<file path="config.mk">
export PLATFORM = sky130hd
export DESIGN_NAME = sorted_array_priority_queue
export DESIGN_NICKNAME = d
export VERILOG_FILES = /design/src/design/sapq_pkg.sv /design/src/design/sapq_cell.sv /design/src/design/sorted_array_priority_queue.sv
export SDC_FILE = /design/constraint.sdc
export NUM_CORES = 1
export LEC_CHECK = 0
export BUFFER_PORTS_ARGS = -buffer_cell sky130_fd_sc_hd__buf_4
export CAP_MARGIN = 20
export CORE_ASPECT_RATIO = 2
export CORE_UTILIZATION = 45
export CTS_CLUSTER_DIAMETER = 80
export DETAILED_ROUTE_END_ITERATION = 10
export GPL_ROUTABILITY_DRIVEN = 0
export GPL_TIMING_DRIVEN = 0
export SYNTH_ARGS = -nofsm -noshare
export SYNTH_HDL_FRONTEND = slang
export SYNTH_SLANG_ARGS = --single-unit
export TNS_END_PERCENT = 100
</file>
<file path="constraint.sdc">
create_clock -name clk -period 5.47 [get_ports clk]
set_input_delay 0.547 -clock clk [delete_from_list [all_inputs] [get_ports clk]]
set_output_delay 0.547 -clock clk [all_outputs]
set_load 0.01 [all_outputs]
</file>
<file path="src/design/sapq_pkg.sv">
// Shared types and constants for the sorted-array priority queue.
package sapq_pkg;

    localparam int DATA_W    = 32;
    localparam int CMD_W     = 2;
    localparam int STATUS_W  = 2;
    localparam int OCC_W     = 4;
    localparam int S_TDATA_W = 40;
    localparam int M_TDATA_W = 40;

    localparam logic [CMD_W-1:0] CMD_INSERT = 2'd0;
    localparam logic [CMD_W-1:0] CMD_REMOVE = 2'd1;
    localparam logic [CMD_W-1:0] CMD_DUMP   = 2'd2;

    localparam logic [STATUS_W-1:0] STATUS_OK    = 2'd0;
    localparam logic [STATUS_W-1:0] STATUS_FULL  = 2'd1;
    localparam logic [STATUS_W-1:0] STATUS_EMPTY = 2'd2;

    typedef struct packed {
        logic                     ins;
        logic                     rem;
        logic                     rot;
        logic signed [DATA_W-1:0] value;
    } cell_ctrl_t;

endpackage

</file>
<file path="src/design/sapq_cell.sv">
// One storage cell of the sorted chain: holds an entry and its valid flag.
module sapq_cell (
    input  logic                             clk,
    input  logic                             rst_n,
    input  sapq_pkg::cell_ctrl_t             ctrl,
    input  logic signed [sapq_pkg::DATA_W-1:0] head,
    input  logic signed [sapq_pkg::DATA_W-1:0] prev_val,
    input  logic                             prev_ge,
    input  logic                             prev_valid,
    input  logic signed [sapq_pkg::DATA_W-1:0] next_val,
    input  logic                             next_valid,
    output logic signed [sapq_pkg::DATA_W-1:0] val,
    output logic                             valid,
    output logic                             ge
);
    import sapq_pkg::*;

    logic signed [DATA_W-1:0] val_reg;
    logic signed [DATA_W-1:0] val_next;
    logic                     valid_reg;
    logic                     valid_next;

    // empty cells always sit behind the insert point
    assign ge = !valid_reg || (ctrl.value >= val_reg);

    always_comb
    begin
        val_next   = val_reg;
        valid_next = valid_reg;
        if (ctrl.ins)
        begin
            valid_next = valid_reg || prev_valid;
            if (ge)
            begin
                val_next = prev_ge ? prev_val : ctrl.value;
            end
        end
        else if (ctrl.rem)
        begin
            val_next   = next_val;
            valid_next = next_valid;
        end
        else if (ctrl.rot)
        begin
            // the head entry wraps round to the last held cell
            if (next_valid)
            begin
                val_next = next_val;
            end
            else if (valid_reg)
            begin
                val_next = head;
            end
        end
    end

    always_ff @(posedge clk or negedge rst_n)
    begin
        if (!rst_n)
        begin
            valid_reg <= 1'b0;
        end
        else
        begin
            valid_reg <= valid_next;
        end
    end

    always_ff @(posedge clk)
    begin
        val_reg <= val_next;
    end

    assign val   = val_reg;
    assign valid = valid_reg;

endmodule

</file>
<file path="src/design/sorted_array_priority_queue.sv">
// Top level of the descending sorted-array priority queue.
// Entries live in a chain of DEPTH cells, largest at the head. For insert and remove
// requests all cells compare and shift together, so one such request is taken per
// cycle while the result side keeps up. A dump is accepted and then gives one result
// per held entry: the chain rotates one place per result and the head cell feeds the
// output, leaving the order unchanged once all entries have gone past. Requests are
// held off during a dump. Command 3 is taken and dropped without a result.
module sorted_array_priority_queue #(
    parameter int DEPTH = 8
) (
    input  logic                               clk,
    input  logic                               rst_n,
    input  logic                               s_tvalid,
    output logic                               s_tready,
    input  logic [sapq_pkg::S_TDATA_W-1:0]     s_tdata,  // cmd[1:0], value[33:2], zero pad
    output logic                               m_tvalid,
    input  logic                               m_tready,
    output logic [sapq_pkg::M_TDATA_W-1:0]     m_tdata,  // data[31:0], occupancy[35:32], pad
    output logic [sapq_pkg::STATUS_W-1:0]      m_tuser,  // status[1:0]
    output logic                               m_tlast
);
    import sapq_pkg::*;

    localparam int CW = $clog2(DEPTH + 1);

    typedef enum logic {
        ST_IDLE,
        ST_DUMP
    } state_t;

    state_t                   state_reg;
    state_t                   state_next;
    logic [CW-1:0]            count_reg;
    logic [CW-1:0]            count_next;
    logic [CW-1:0]            dump_left_reg;
    logic [CW-1:0]            dump_left_next;
    logic                     m_tvalid_reg;
    logic                     m_tvalid_next;
    logic [STATUS_W-1:0]      m_tuser_reg;
    logic [STATUS_W-1:0]      m_tuser_next;
    logic                     m_tlast_reg;
    logic                     m_tlast_next;
    logic signed [DATA_W-1:0] m_data_reg;
    logic signed [DATA_W-1:0] m_data_next;
    logic [OCC_W-1:0]         m_occ_reg;
    logic [OCC_W-1:0]         m_occ_next;

    logic                     can_load;
    logic                     accept;
    logic [CMD_W-1:0]         cmd;
    logic                     full;
    logic                     empty;
    cell_ctrl_t               ctrl;

    logic signed [DATA_W-1:0] cell_val [DEPTH];
    logic [DEPTH-1:0]         cell_valid;
    logic [DEPTH-1:0]         cell_ge;

    assign can_load = !m_tvalid_reg || m_tready;
    assign s_tready = (state_reg == ST_IDLE) && can_load;
    assign accept   = s_tvalid && s_tready;
    assign cmd      = s_tdata[CMD_W-1:0];
    assign full     = (count_reg == CW'(DEPTH));
    assign empty    = (count_reg == '0);

    assign ctrl.ins   = accept && (cmd == CMD_INSERT) && !full;
    assign ctrl.rem   = accept && (cmd == CMD_REMOVE) && !empty;
    assign ctrl.rot   = (state_reg == ST_DUMP) && can_load;
    assign ctrl.value = s_tdata[CMD_W +: DATA_W];

    for (genvar i = 0; i < DEPTH; i++)
    begin : g_cell
        logic signed [DATA_W-1:0] pv;
        logic                     pg;
        logic                     pvld;
        logic signed [DATA_W-1:0] nv;
        logic                     nvld;

        if (i == 0)
        begin : g_first
            assign pv   = '0;
            assign pg   = 1'b0;
            assign pvld = 1'b1;
        end
        else
        begin : g_mid
            assign pv   = cell_val[i-1];
            assign pg   = cell_ge[i-1];
            assign pvld = cell_valid[i-1];
        end

        if (i == DEPTH - 1)
        begin : g_tail
            assign nv   = '0;
            assign nvld = 1'b0;
        end
        else
        begin : g_body
            assign nv   = cell_val[i+1];
            assign nvld = cell_valid[i+1];
        end

        sapq_cell u_cell (
            .clk        (clk),
            .rst_n      (rst_n),
            .ctrl       (ctrl),
            .head       (cell_val[0]),
            .prev_val   (pv),
            .prev_ge    (pg),
            .prev_valid (pvld),
            .next_val   (nv),
            .next_valid (nvld),
            .val        (cell_val[i]),
            .valid      (cell_valid[i]),
            .ge         (cell_ge[i])
        );
    end

    always_comb
    begin
        state_next     = state_reg;
        count_next     = count_reg;
        dump_left_next = dump_left_reg;
        m_tvalid_next  = m_tvalid_reg;
        m_tuser_next   = m_tuser_reg;
        m_tlast_next   = m_tlast_reg;
        m_data_next    = m_data_reg;
        m_occ_next     = m_occ_reg;

        if (can_load)
        begin
            m_tvalid_next = 1'b0;
            if (accept)
            begin
                case (cmd)
                    CMD_INSERT:
                    begin
                        m_tvalid_next = 1'b1;
                        m_tlast_next  = 1'b1;
                        m_data_next   = '0;
                        if (full)
                        begin
                            m_tuser_next = STATUS_FULL;
                            m_occ_next   = OCC_W'(count_reg);
                        end
                        else
                        begin
                            m_tuser_next = STATUS_OK;
                            count_next   = count_reg + 1'b1;
                            m_occ_next   = OCC_W'(count_reg + 1'b1);
                        end
                    end
                    CMD_REMOVE:
                    begin
                        m_tvalid_next = 1'b1;
                        m_tlast_next  = 1'b1;
                        if (empty)
                        begin
                            m_tuser_next = STATUS_EMPTY;
                            m_data_next  = '0;
                            m_occ_next   = OCC_W'(count_reg);
                        end
                        else
                        begin
                            m_tuser_next = STATUS_OK;
                            m_data_next  = cell_val[0];
                            count_next   = count_reg - 1'b1;
                            m_occ_next   = OCC_W'(count_reg - 1'b1);
                        end
                    end
                    CMD_DUMP:
                    begin
                        if (empty)
                        begin
                            m_tvalid_next = 1'b1;
                            m_tlast_next  = 1'b1;
                            m_tuser_next  = STATUS_EMPTY;
                            m_data_next   = '0;
                            m_occ_next    = OCC_W'(count_reg);
                        end
                        else
                        begin
                            state_next     = ST_DUMP;
                            dump_left_next = count_reg;
                        end
                    end
                    default:
                    begin
                        m_tvalid_next = 1'b0;
                    end
                endcase
            end
            else if (state_reg == ST_DUMP)
            begin
                m_tvalid_next  = 1'b1;
                m_tuser_next   = STATUS_OK;
                m_data_next    = cell_val[0];
                m_occ_next     = OCC_W'(count_reg);
                m_tlast_next   = (dump_left_reg == CW'(1));
                dump_left_next = dump_left_reg - 1'b1;
                if (dump_left_reg == CW'(1))
                begin
                    state_next = ST_IDLE;
                end
            end
        end
    end

    always_ff @(posedge clk or negedge rst_n)
    begin
        if (!rst_n)
        begin
            state_reg     <= ST_IDLE;
            count_reg     <= '0;
            dump_left_reg <= '0;
            m_tvalid_reg  <= 1'b0;
            m_tuser_reg   <= STATUS_OK;
            m_tlast_reg   <= 1'b0;
            m_data_reg    <= '0;
            m_occ_reg     <= '0;
        end
        else
        begin
            state_reg     <= state_next;
            count_reg     <= count_next;
            dump_left_reg <= dump_left_next;
            m_tvalid_reg  <= m_tvalid_next;
            m_tuser_reg   <= m_tuser_next;
            m_tlast_reg   <= m_tlast_next;
            m_data_reg    <= m_data_next;
            m_occ_reg     <= m_occ_next;
        end
    end

    assign m_tvalid = m_tvalid_reg;
    assign m_tuser  = m_tuser_reg;
    assign m_tlast  = m_tlast_reg;
    assign m_tdata  = {(M_TDATA_W - OCC_W - DATA_W)'(0), m_occ_reg, m_data_reg};

    // the number of valid cells matches the entry count
    a_valid_count : assert property (@(posedge clk) disable iff (!rst_n)
        $countones(cell_valid) == int'(count_reg))
        else $error("valid cells disagree with entry count");

    a_dump_blocks : assert property (@(posedge clk) disable iff (!rst_n)
        (state_reg == ST_DUMP) |-> !s_tready)
        else $error("request taken during dump");

    a_full_status : assert property (@(posedge clk) disable iff (!rst_n)
        (m_tvalid && (m_tuser == STATUS_FULL)) |-> full)
        else $error("full status while queue not full");

    a_dump_len : assert property (@(posedge clk) disable iff (!rst_n)
        (state_reg == ST_DUMP) |-> (dump_left_reg != '0) && (dump_left_reg <= count_reg))
        else $error("dump counter out of range");

endmodule

</file>
# Word-level counts from Yosys, hierarchy flattened
# Cells that the tools add are included.
[totals]
ff_bits = 313
output_inout_bits = 45
[op_classes]
n_addsub = 3
magnitude_cmp = 8
eq_ne = 17
muxes = 104
bitwise_logic = 1
reduce_logical = 62
[op_table]
columns = ["op", "n"]
rows = [
  ["$mux W32", 57],
  ["$ge A32 B32 Y1", 8],
  ["$pmux W32 S3", 1],
  ["$mux W4", 9],
  ["$reduce_and A3 Y1", 10],
  ["$mux W1", 28],
  ["$reduce_bool A4 Y1", 6],
  ["$ne A2 B1 Y1 const B", 9],
  ["$logic_or A1 B1 Y1", 16],
  ["$pmux W4 S3", 1],
  ["$reduce_and A4 Y1", 3],
  ["$logic_not A1 Y1", 11],
  ["$reduce_bool A3 Y1", 3],
  ["$mux W2", 4],
  ["$pmux W4 S2", 1],
  ["$sub A4 B1 Y4 const B", 2],
  ["$logic_and A1 B1 Y1", 7],
  ["$pmux W2 S3", 1],
  ["$reduce_bool A2 Y1", 3],
  ["$add A4 B1 Y4 const B", 1],
  ["$eq A4 B1 Y1 const B", 1],
  ["$eq A4 B4 Y1 const B", 1],
  ["$logic_not A4 Y1", 1],
  ["$ne A4 B1 Y1 const B", 1],
  ["9 further kinds", 10],
]

# Longest topological paths before layout
# Gate-level depths: netlist of run 1.
[depth]
ltp_word = 8
mapped_depth = 13
depth_no_buf = 10

# By module
# A second synthesis of run 1 with hierarchy kept.
[hier_totals]
cells_unflattened = 2750
hier_area_um2 = 25727.2
[by_module_without_submodules]
columns = ["mod", "n_inst", "cells_per_inst", "area_per_inst_um2"]
rows = [
  ["sapq_cell at g_cell[0].u_cell ...", 7, 305, 2874.0],
  ["sapq_cell at g_cell[7].u_cell", 1, 308, 2894.0],
  ["sorted_array_priority_queue", 1, 307, 2715.1],
]

# Worst setup path after synthesis of run 1
# No wires, ideal clock.
[synth_path]
path_kind = "input port to flip-flop"
startpoint = "input port s_tdata[27] (netlist name)"
endpoint = "register g_cell[3].u_cell.val_reg[0], enable pin"
setup_time_ns = 0.470
arrival_time_ns = 4.925
required_ns = 5.000
slack_ns = 0.075
cell_stages = 10
n_path_buf = 2
path_cell_list = "ha_1 > a21o_1 > a221o_1 > a221oi_1 > o21ai_1 > a21oi_1 > mux2_2 > buf_6 > buf_4 > a211oi_1"
[synth_between]
elab_chain_len = 4
[synth_lines]
columns = ["element", "line_no", "source"]
rows = [
  ["start: declaration", "sorted_array_priority_queue.sv:15", "input logic [sapq_pkg::S_TDATA_W-1:0] s_tdata,"],
  ["$ge A32 B32 Y1", "sapq_cell.sv:24", "assign ge = !valid_reg || (ctrl.value >= val_reg);"],
  ["$logic_or A1 B1 Y1", "sapq_cell.sv:24", ""],
  ["$ne A2 B1 Y1 (no line)", "n/a", ""],
  ["$reduce_and A3 Y1 (no line)", "n/a", ""],
  ["end signal: assignment", "sapq_cell.sv:71", "val_reg <= val_next;"],
  ["end: declaration", "sapq_cell.sv:18", "logic signed [DATA_W-1:0] val_reg;"],
]
# Every way passes these cells.
# A chain may end at the register's enable or synchronous reset.

# Final worst setup path of run 1
[layout_path]
startpoint = "register g_cell[0].u_cell.val_reg[9]"
endpoint = "register g_cell[0].u_cell.val_reg[18], enable pin"
[layout_between]
elab_chain_len = 4
[layout_lines]
columns = ["element", "line_no"]
rows = [
  ["start: declaration", "sapq_cell.sv:18"],
  ["start signal: assignment", "sapq_cell.sv:71"],
  ["$ge A32 B32 Y1", "sapq_cell.sv:24"],
  ["$logic_or A1 B1 Y1", "sapq_cell.sv:24"],
  ["$ne A2 B1 Y1 (no line)", "n/a"],
  ["$reduce_and A3 Y1 (no line)", "n/a"],
]
# Every way passes these cells.

==> reports/metrics.csv, run 1 <==
stage,metric,value,unit
yosys,cell taking the most area after synthesis,edfxtp_1,
final_layout,max reg flops,256,
final_layout,fin util,51.4,%
floorplan,Die Wd,163,µm
detailed_routing,Final ANT Viol Nets,0,
yosys,synthesized area per cell,9.80,µm²
global_routing,pin count of the biggest net entering global routing,58,
global_routing,first-pass GRT wire length,143000,µm
final_layout,Layout Nets,2823,
yosys,Synth Register Bits,313,
yosys,top cell type's share of synthesized area,33.0,%
final_layout,non-filler cells in the finished layout,3195,
detailed_routing,detailed-routed wire length on met2,46900,µm
clock_network,Clock transition at path regs,0.07,ns
clock_network,clock buffer depth,3,
setup_path,Reg-to-Reg End,g_cell[0].u_cell.val[18],
setup_path,WS Path Type,reg -> reg,
flow_run,Max-Cap Viols,0,
setup_path,crit start category,register,
clock_network,Num CTS Buffers,31,
yosys,Synth area leaders,"edfxtp_1 (33%), ha_1 (14%), mux2i_1 (8.2%), dfrtp_1 (6.1%), a221oi_1 (5.5%)",
final_layout,Filler Cell Count,4703,
detailed_routing,Initial DRC Count,2286,
clock_network,"Clk Latency, worst-skew pair",0.65,ns
yosys,post-synthesis cell type count,76,
sta,Max-Slew Margin vs Limit,4.40,%
yosys,Synth Warn #,0,
clock_network,Hold Buf Count CTS,0,
min_path,worst hold path type,in -> async,
detailed_routing,Pre-antenna DRT Iters,8,
detailed_routing,vias per inst,6.77,
floorplan,Die Area,52800,µm²
global_routing,initial antenna violation count,2,
sta,clock skew,0.0390,ns
setup_path,CP Max Fanout,10,
sta,Slew @ Worst Pin,1.43,ns
setup_path,crit end category,register,
detailed_routing,DR DRC count,0,
clock_network,root buf cell,clkbuf_16,
status,status,finished clean,
clock_network,TritonCTS clock tree,built,
sta,f_max,189,MHz
pwr,Max IR drop VDD,0.311,mV
detailed_routing,Top Metal Used,met5,
sta,Tcrit/Tclk final,96.7,%
floorplan,Initial Util,45.7,%
detailed_routing,met3 wire len,8380,µm
sta,Final Hold Vio Count,0,
floorplan,Die H,324,µm
clock_network,H-tree depth,1,
placed_design,Post-Place Cells,3134,
setup_path,Worst Path Arrival,5.62,ns
yosys,Post-synth ARST share,18.2,%
placed_design,I/O Buffers,78,
global_routing,grt ovf,0,
setup_path,R2R depth,14,
detailed_routing,final WL,99800,µm
final_layout,area grow syn2layout,12.5,%
detailed_routing,total vias in the final route,21645,
yosys,most frequent cells after synthesis,"ha_1 (264), inv_1 (264), edfxtp_1 (256)",
sta,"Setup violations, final",0,
global_routing,GRT Util Overall,38.1,%
yosys,synthesized instance count,2379,
yosys,Main synth FF type,edfxtp_1,
yosys,Mapped Area,23300,µm²
sta,RSZ-0062 raised after global routing,no,
detailed_routing,met1 wire length,32400,µm
pwr,Pleak,11.1,nW
placed_design,detailed placer's ending HPWL,73400,µm
clock_network,clock sink count,313,
setup_path,r2r startpoint,g_cell[0].u_cell.val[9],
floorplan,Core Box Area,51100,µm²
yosys,Post-synth EDFFs,256,
setup_path,Worst Path Required,5.80,ns
floorplan,row count,117,
floorplan,I/O pin total,89,
sta,minimum clock period,5.29,ns
final_layout,share of post-route cells with drive strength above 1,10.4,%
global_routing,vias in the first global route,21890,
sta,Pins Over Slew Limit,0,
pwr,Pwr Density,685,nW/µm²
detailed_routing,DR WL/cell,31.2,µm
yosys,"Seq/Total Area, Yosys",39.1,%
setup_path,reg-to-reg setup timing slack,0.18,ns
==> placed cells by master, fill, tap and decap left out, types with 6 or more instances in the layout <==
cell type    n
nor2_1      71
clkbuf_1   108
nor3_1     200
and4_1       8
buf_4       94
nand4_1     49
dfrtp_1     57
o22ai_1     33
nand3_1     27
inv_1      264
mux2i_1    192
a221o_1     34
a21o_1      39
a221oi_2    17
buf_2       44
o21ai_0    100
o21ai_1     13
and3_1      12
nand2b_1     8
edfxtp_1   256
clkbuf_16   37
o21a_1      10
nor2b_1     11
buf_8       14
buf_1       16
a21oi_1    104
nor4_1       8
a221oi_1   147
buf_6       10
ha_1       264
o211ai_1     9
clkbuf_8     6
nand2_1    165
==> how the worst max path moves through the flow <==
stage | end | slack, ns | from
floorplan | g_cell[3].u_cell.val[0] | 0.08 | s_tdata[27]
global placement | g_cell[1].u_cell.val[17] | -4.01 | s_tdata[16]
detailed placement | g_cell[0].u_cell.val[18] | 0.31 | g_cell[0].u_cell.val[15]
CTS | g_cell[0].u_cell.val[16] | 0.27 | g_cell[0].u_cell.val[9]
global route | g_cell[0].u_cell.val[13] | 0.08 | g_cell[0].u_cell.val[15]
finish | g_cell[0].u_cell.val[18] | 0.18 | g_cell[0].u_cell.val[9]
==> repair_timing <==
item / in CTS / in global routing
gates resized for setup: 0 / 2
hold endpoints to repair: 0 / 0
setup buffers: 0 / 0
setup endpoints to repair: 0 / 32
==> final cells by class <==
class / count / area [µm²] / share of cell area [%]
inverter: 264 / 991 / 3.78
multi-input combinational: 1621 / 12500 / 47.5
tap: 654 / 818 / 3.12
buffer: 184 / 891 / 3.39
clock inverter: 9 / 60.1 / 0.229
timing repair buffer: 100 / 881 / 3.36
clock buffer: 49 / 1030 / 3.93
antenna: 1 / 2.50 / 0.00953
sequential: 313 / 9110 / 34.7
==> layer usage <==
| metal | vias up | GRT usage, % |
|---|---|---|
| met4 | 2 | 38.5 |
| li1 | 9240 | - |
| met3 | 541 | 7.88 |
| met1 | 10431 | 39.0 |
| met2 | 1431 | 63.0 |
| met5 | - | 0 |
==> where the power goes <==
group	switching, mW	leakage, nW	internal (mW)
clock	1.07	0.541	1.30
sequential	0.969	3.11	4.42
combinational	6.67	7.44	3.56
==> worst max-delay path: stages, from the launching register on <==
cell,delay [ns]
edfxtp_1,0.33
clkbuf_1,0.37
inv_1,0.14
ha_1,0.32
nand4_1,0.36
nor3_2,0.57
o21ai_1,0.48
a21boi_1,0.30
o32ai_2,0.26
and2_1,0.24
buf_2,0.22
buf_6,0.21
nor3_2,0.69
buf_6,0.28
buf_6,0.18
==> cell families after synthesis <==
| family | share of synthesized area (%) |
|---|---|
| AND/OR/NAND/NOR | 12.2 |
| AO/OA/AOI/OAI | 18.0 |
| multiplexers | 8.38 |
| flip-flops | 39.1 |
| buffers and inverters | 8.07 |
| adder cells (fa/ha/maj) | 14.2 |
| other | 0.0161 |
| XOR/XNOR | 0.0751 |
==> metrics by stage <==
step                      TNS [ns]  hold slack, ns  area, µm²  power [mW]  worst slack (ns)
final                            0         0.00428      26200        18.0             0.183
after global routing             0          0.0724      26200        18.7            0.0800
after CTS                        0          0.0636      26200        17.6             0.274
after detailed placement         0           0.472      25100        15.2             0.308
after global placement     -781.34           0.464      24700        14.7             -4.01
after floorplan                  0           0.251      23300        11.1            0.0752
(Power assumes the default switching activity.)
==> run 2, diff against run 1 <==
--- a/config.mk
+++ b/config.mk
@@ -5,12 +5,12 @@
 export SDC_FILE = /design/constraint.sdc
 export NUM_CORES = 1
 export LEC_CHECK = 0
-export BUFFER_PORTS_ARGS = -buffer_cell sky130_fd_sc_hd__buf_4
 export CAP_MARGIN = 20
 export CORE_ASPECT_RATIO = 2
-export CORE_UTILIZATION = 45
+export CORE_UTILIZATION = 35
 export CTS_CLUSTER_DIAMETER = 80
 export DETAILED_ROUTE_END_ITERATION = 10
+export DONT_BUFFER_PORTS = 1
 export GPL_ROUTABILITY_DRIVEN = 0
 export GPL_TIMING_DRIVEN = 0
 export SYNTH_ARGS = -nofsm -noshare
==> constraint.sdc (replaced) <==
create_clock -name clk -period 4.3 [get_ports clk]
set_input_delay 0.43 -clock clk [delete_from_list [all_inputs] [get_ports clk]]
set_output_delay 0.43 -clock clk [all_outputs]
set_load 0.01 [all_outputs]
==> reports/metrics.csv, run 2 (synthesis gave the netlist of run 1 again) <==
stage,metric,value,unit,change
setup_path,"Slowest-stage cell, CP",nor3_4,,
detailed_routing,total vias in the final route,21276,,-1.7%
pwr,Pleak,10.9,nW,-2.2%
setup_path,Worst Path Arrival,4.67,ns,-0.95 ns
detailed_routing,DR WL/cell,30.0,µm,-4.0%
floorplan,I/O pin total,89,,unchanged
sta,minimum clock period,4.35,ns,-0.934 ns
clock_network,TritonCTS clock tree,built,,
global_routing,GRT Util Overall,30.0,%,-8.1 points
final_layout,"commonest non-fill, non-tap cell in the layout",inv_1,,
detailed_routing,Initial DRC Count,2108,,-7.8%
sta,Slew @ Worst Pin,1.19,ns,-0.240 ns
clock_network,H-tree depth,1,,unchanged
floorplan,row count,133,,+14%
setup_path,CP Max Fanout,15,,+5
floorplan,Die Wd,185,µm,+13%
global_routing,first-pass GRT wire length,146000,µm,+1.6%
setup_path,crit end category,register,,
clock_network,root buf cell,clkbuf_16,,
min_path,worst hold path type,in -> reg,,
detailed_routing,DR DRC count,0,,unchanged
placed_design,I/O Buffers,0,,-100%
sta,clock skew,0.0149,ns,-0.0242 ns
clock_network,Num CTS Buffers,30,,-3.2%
setup_path,WS Path Type,reg -> reg,,
clock_network,clock buffer depth,3,,unchanged
final_layout,area grow syn2layout,12.3,%,
detailed_routing,vias per inst,6.33,,-6.6%
sta,worst hold-check slack,0.00613,ns,+0.00184 ns
status,status,finished with violations,,
sta,Pins Over Slew Limit,0,,unchanged
pwr,Pwr Density,864,nW/µm²,+26%
clock_network,Clock transition at path regs,0.07,ns,about the same
floorplan,Die H,367,µm,+13%
floorplan,Initial Util,35.5,%,-10 points
pwr,Max IR drop VDD,0.444,mV,+43%
detailed_routing,Pre-antenna DRT Iters,5,,-3
clock_network,clock sink count,313,,unchanged
final_layout,Layout Nets,2765,,-2.1%
floorplan,Die Area,67700,µm²,+28%
setup_path,"Cell Chain, Critical Path",clkbuf_1 > inv_1 > ha_1 > nand4_1 > nor3_4 > o21ai_0 > a21boi_1 > o32ai_1 > and2_1 > buf_2 > buf_6 > nor3_4 > buf_16 > buf_16,,
global_routing,grt ovf,0,,unchanged
final_layout,Filler Cell Count,6413,,+36%
sta,f_max,230,MHz,+21%
global_routing,initial antenna violation count,3,,+1
final_layout,most frequent cells in the layout,"inv_1 (264), ha_1 (261), edfxtp_1 (256)",,
sta,Tcrit/Tclk final,101,%,+4.6 points
detailed_routing,Final ANT Viol Nets,0,,unchanged
final_layout,max reg flops,256,,unchanged
clock_network,"Clk Latency, worst-skew pair",0.62,ns,-0.03 ns
sta,"Setup violations, final",15,,+15
pwr,PnR Total Power,22.6,mW,+26%
global_routing,pin count of the biggest net entering global routing,58,,unchanged
status,failing checks,negative setup slack,,
floorplan,Core Box Area,65700,µm²,+29%
placed_design,detailed placer's ending HPWL,75300,µm,+2.6%
setup_path,critical path's largest stage delay,0.50,ns,-0.19 ns
flow_run,Max-Cap Viols,0,,unchanged
sta,setup ws final,-0.0533,ns,-0.236 ns
final_layout,share of post-route cells with drive strength above 1,8.59,%,-1.8 points
sta,Final Hold Vio Count,0,,unchanged
sta,Max-Slew Margin vs Limit,19.7,%,+15 points
detailed_routing,final WL,101000,µm,+0.98%
setup_path,crit start category,register,,
global_routing,vias in the first global route,21841,,-0.22%
setup_path,Worst Path Required,4.62,ns,-1.18 ns
## run 2: final timing paths
kind,slack [ns],depth (start not counted),endpoint,start
min in group asynchronous,0.33,2,m_data_reg[10],rst_n
max in group asynchronous,3.60,2,m_data_reg[30],rst_n
worst min-delay path,0.006,2,m_tvalid,s_tvalid
worst max register to register,-0.05,14,g_cell[0].u_cell.val[17],g_cell[0].u_cell.val[11]
worst min register to register,0.53,1,g_cell[0].u_cell.valid,g_cell[0].u_cell.valid
worst max-delay path,-0.05,14,g_cell[0].u_cell.val[17],g_cell[0].u_cell.val[11]
## run 2: power breakdown
part           internal (mW)  switching (mW)
sequential              5.63            1.41
clock                   1.55            1.37
combinational           4.47            8.19
total                   11.7            11.0
## run 2: area by class of cell
| type | instances | area (µm²) | share of cell area (%) |
|---|---|---|---|
| Sequential cell | 313 | 9110 | 34.8 |
| Inverter | 264 | 991 | 3.78 |
| Clock inverter | 15 | 123 | 0.468 |
| Clock buffer | 41 | 907 | 3.46 |
| Antenna cell | 3 | 7.51 | 0.0287 |
| Multi-Input combinational cell | 1621 | 12500 | 47.7 |
| Buffer | 180 | 878 | 3.35 |
| Tap cell | 877 | 1100 | 4.19 |
| Timing Repair Buffer | 47 | 579 | 2.21 |
## run 2: layer usage
| metal | up-vias | wire [µm] | track usage (%) | part of all wire (%) |
|---|---|---|---|---|
| li1 | 9110 | - | - | - |
| met1 | 10303 | 31500 | 29.3 | 31 |
| met2 | 1321 | 48800 | 51.4 | 48 |
| met3 | 542 | 8040 | 6.56 | 8.0 |
| met4 | 0 | 12400 | 28.7 | 12 |
| met5 | - | 0 | 0 | 0 |
## run 2: per-stage QoR
step	TNS [ns]	setup WS (ns)	cell area, µm²	util [%]	cells
detailed placement	-25.00	-0.582	24800	37.8	3277
CTS	0	0.00277	26000	39.6	3344
global placement	-568.76	-2.63	24500	37.2	3259
floorplan	0	0.130	23400	-	2382
finish	-0.655	-0.0533	26200	39.9	3361
global route	-0.261	-0.0224	26200	39.8	3360
## run 2: critical path, delay by kind of cell, from the launching register on
family | cells | cell delay (ns)
simple gates | 4 | 1.31
fa+ha+maj | 1 | 0.34
flops | 1 | 0.32
buf+inv | 6 | 1.30
compound gates | 3 | 0.74
## run 2: repair_timing
action | CTS | global route
endpoints found under the hold margin | 62 | 1
gates resized for setup | 5 | 12
hold buffers | 7 | 1
buffers inserted | 4 | 14
pin swaps | 4 | 5
setup endpoints to repair | 126 | 239
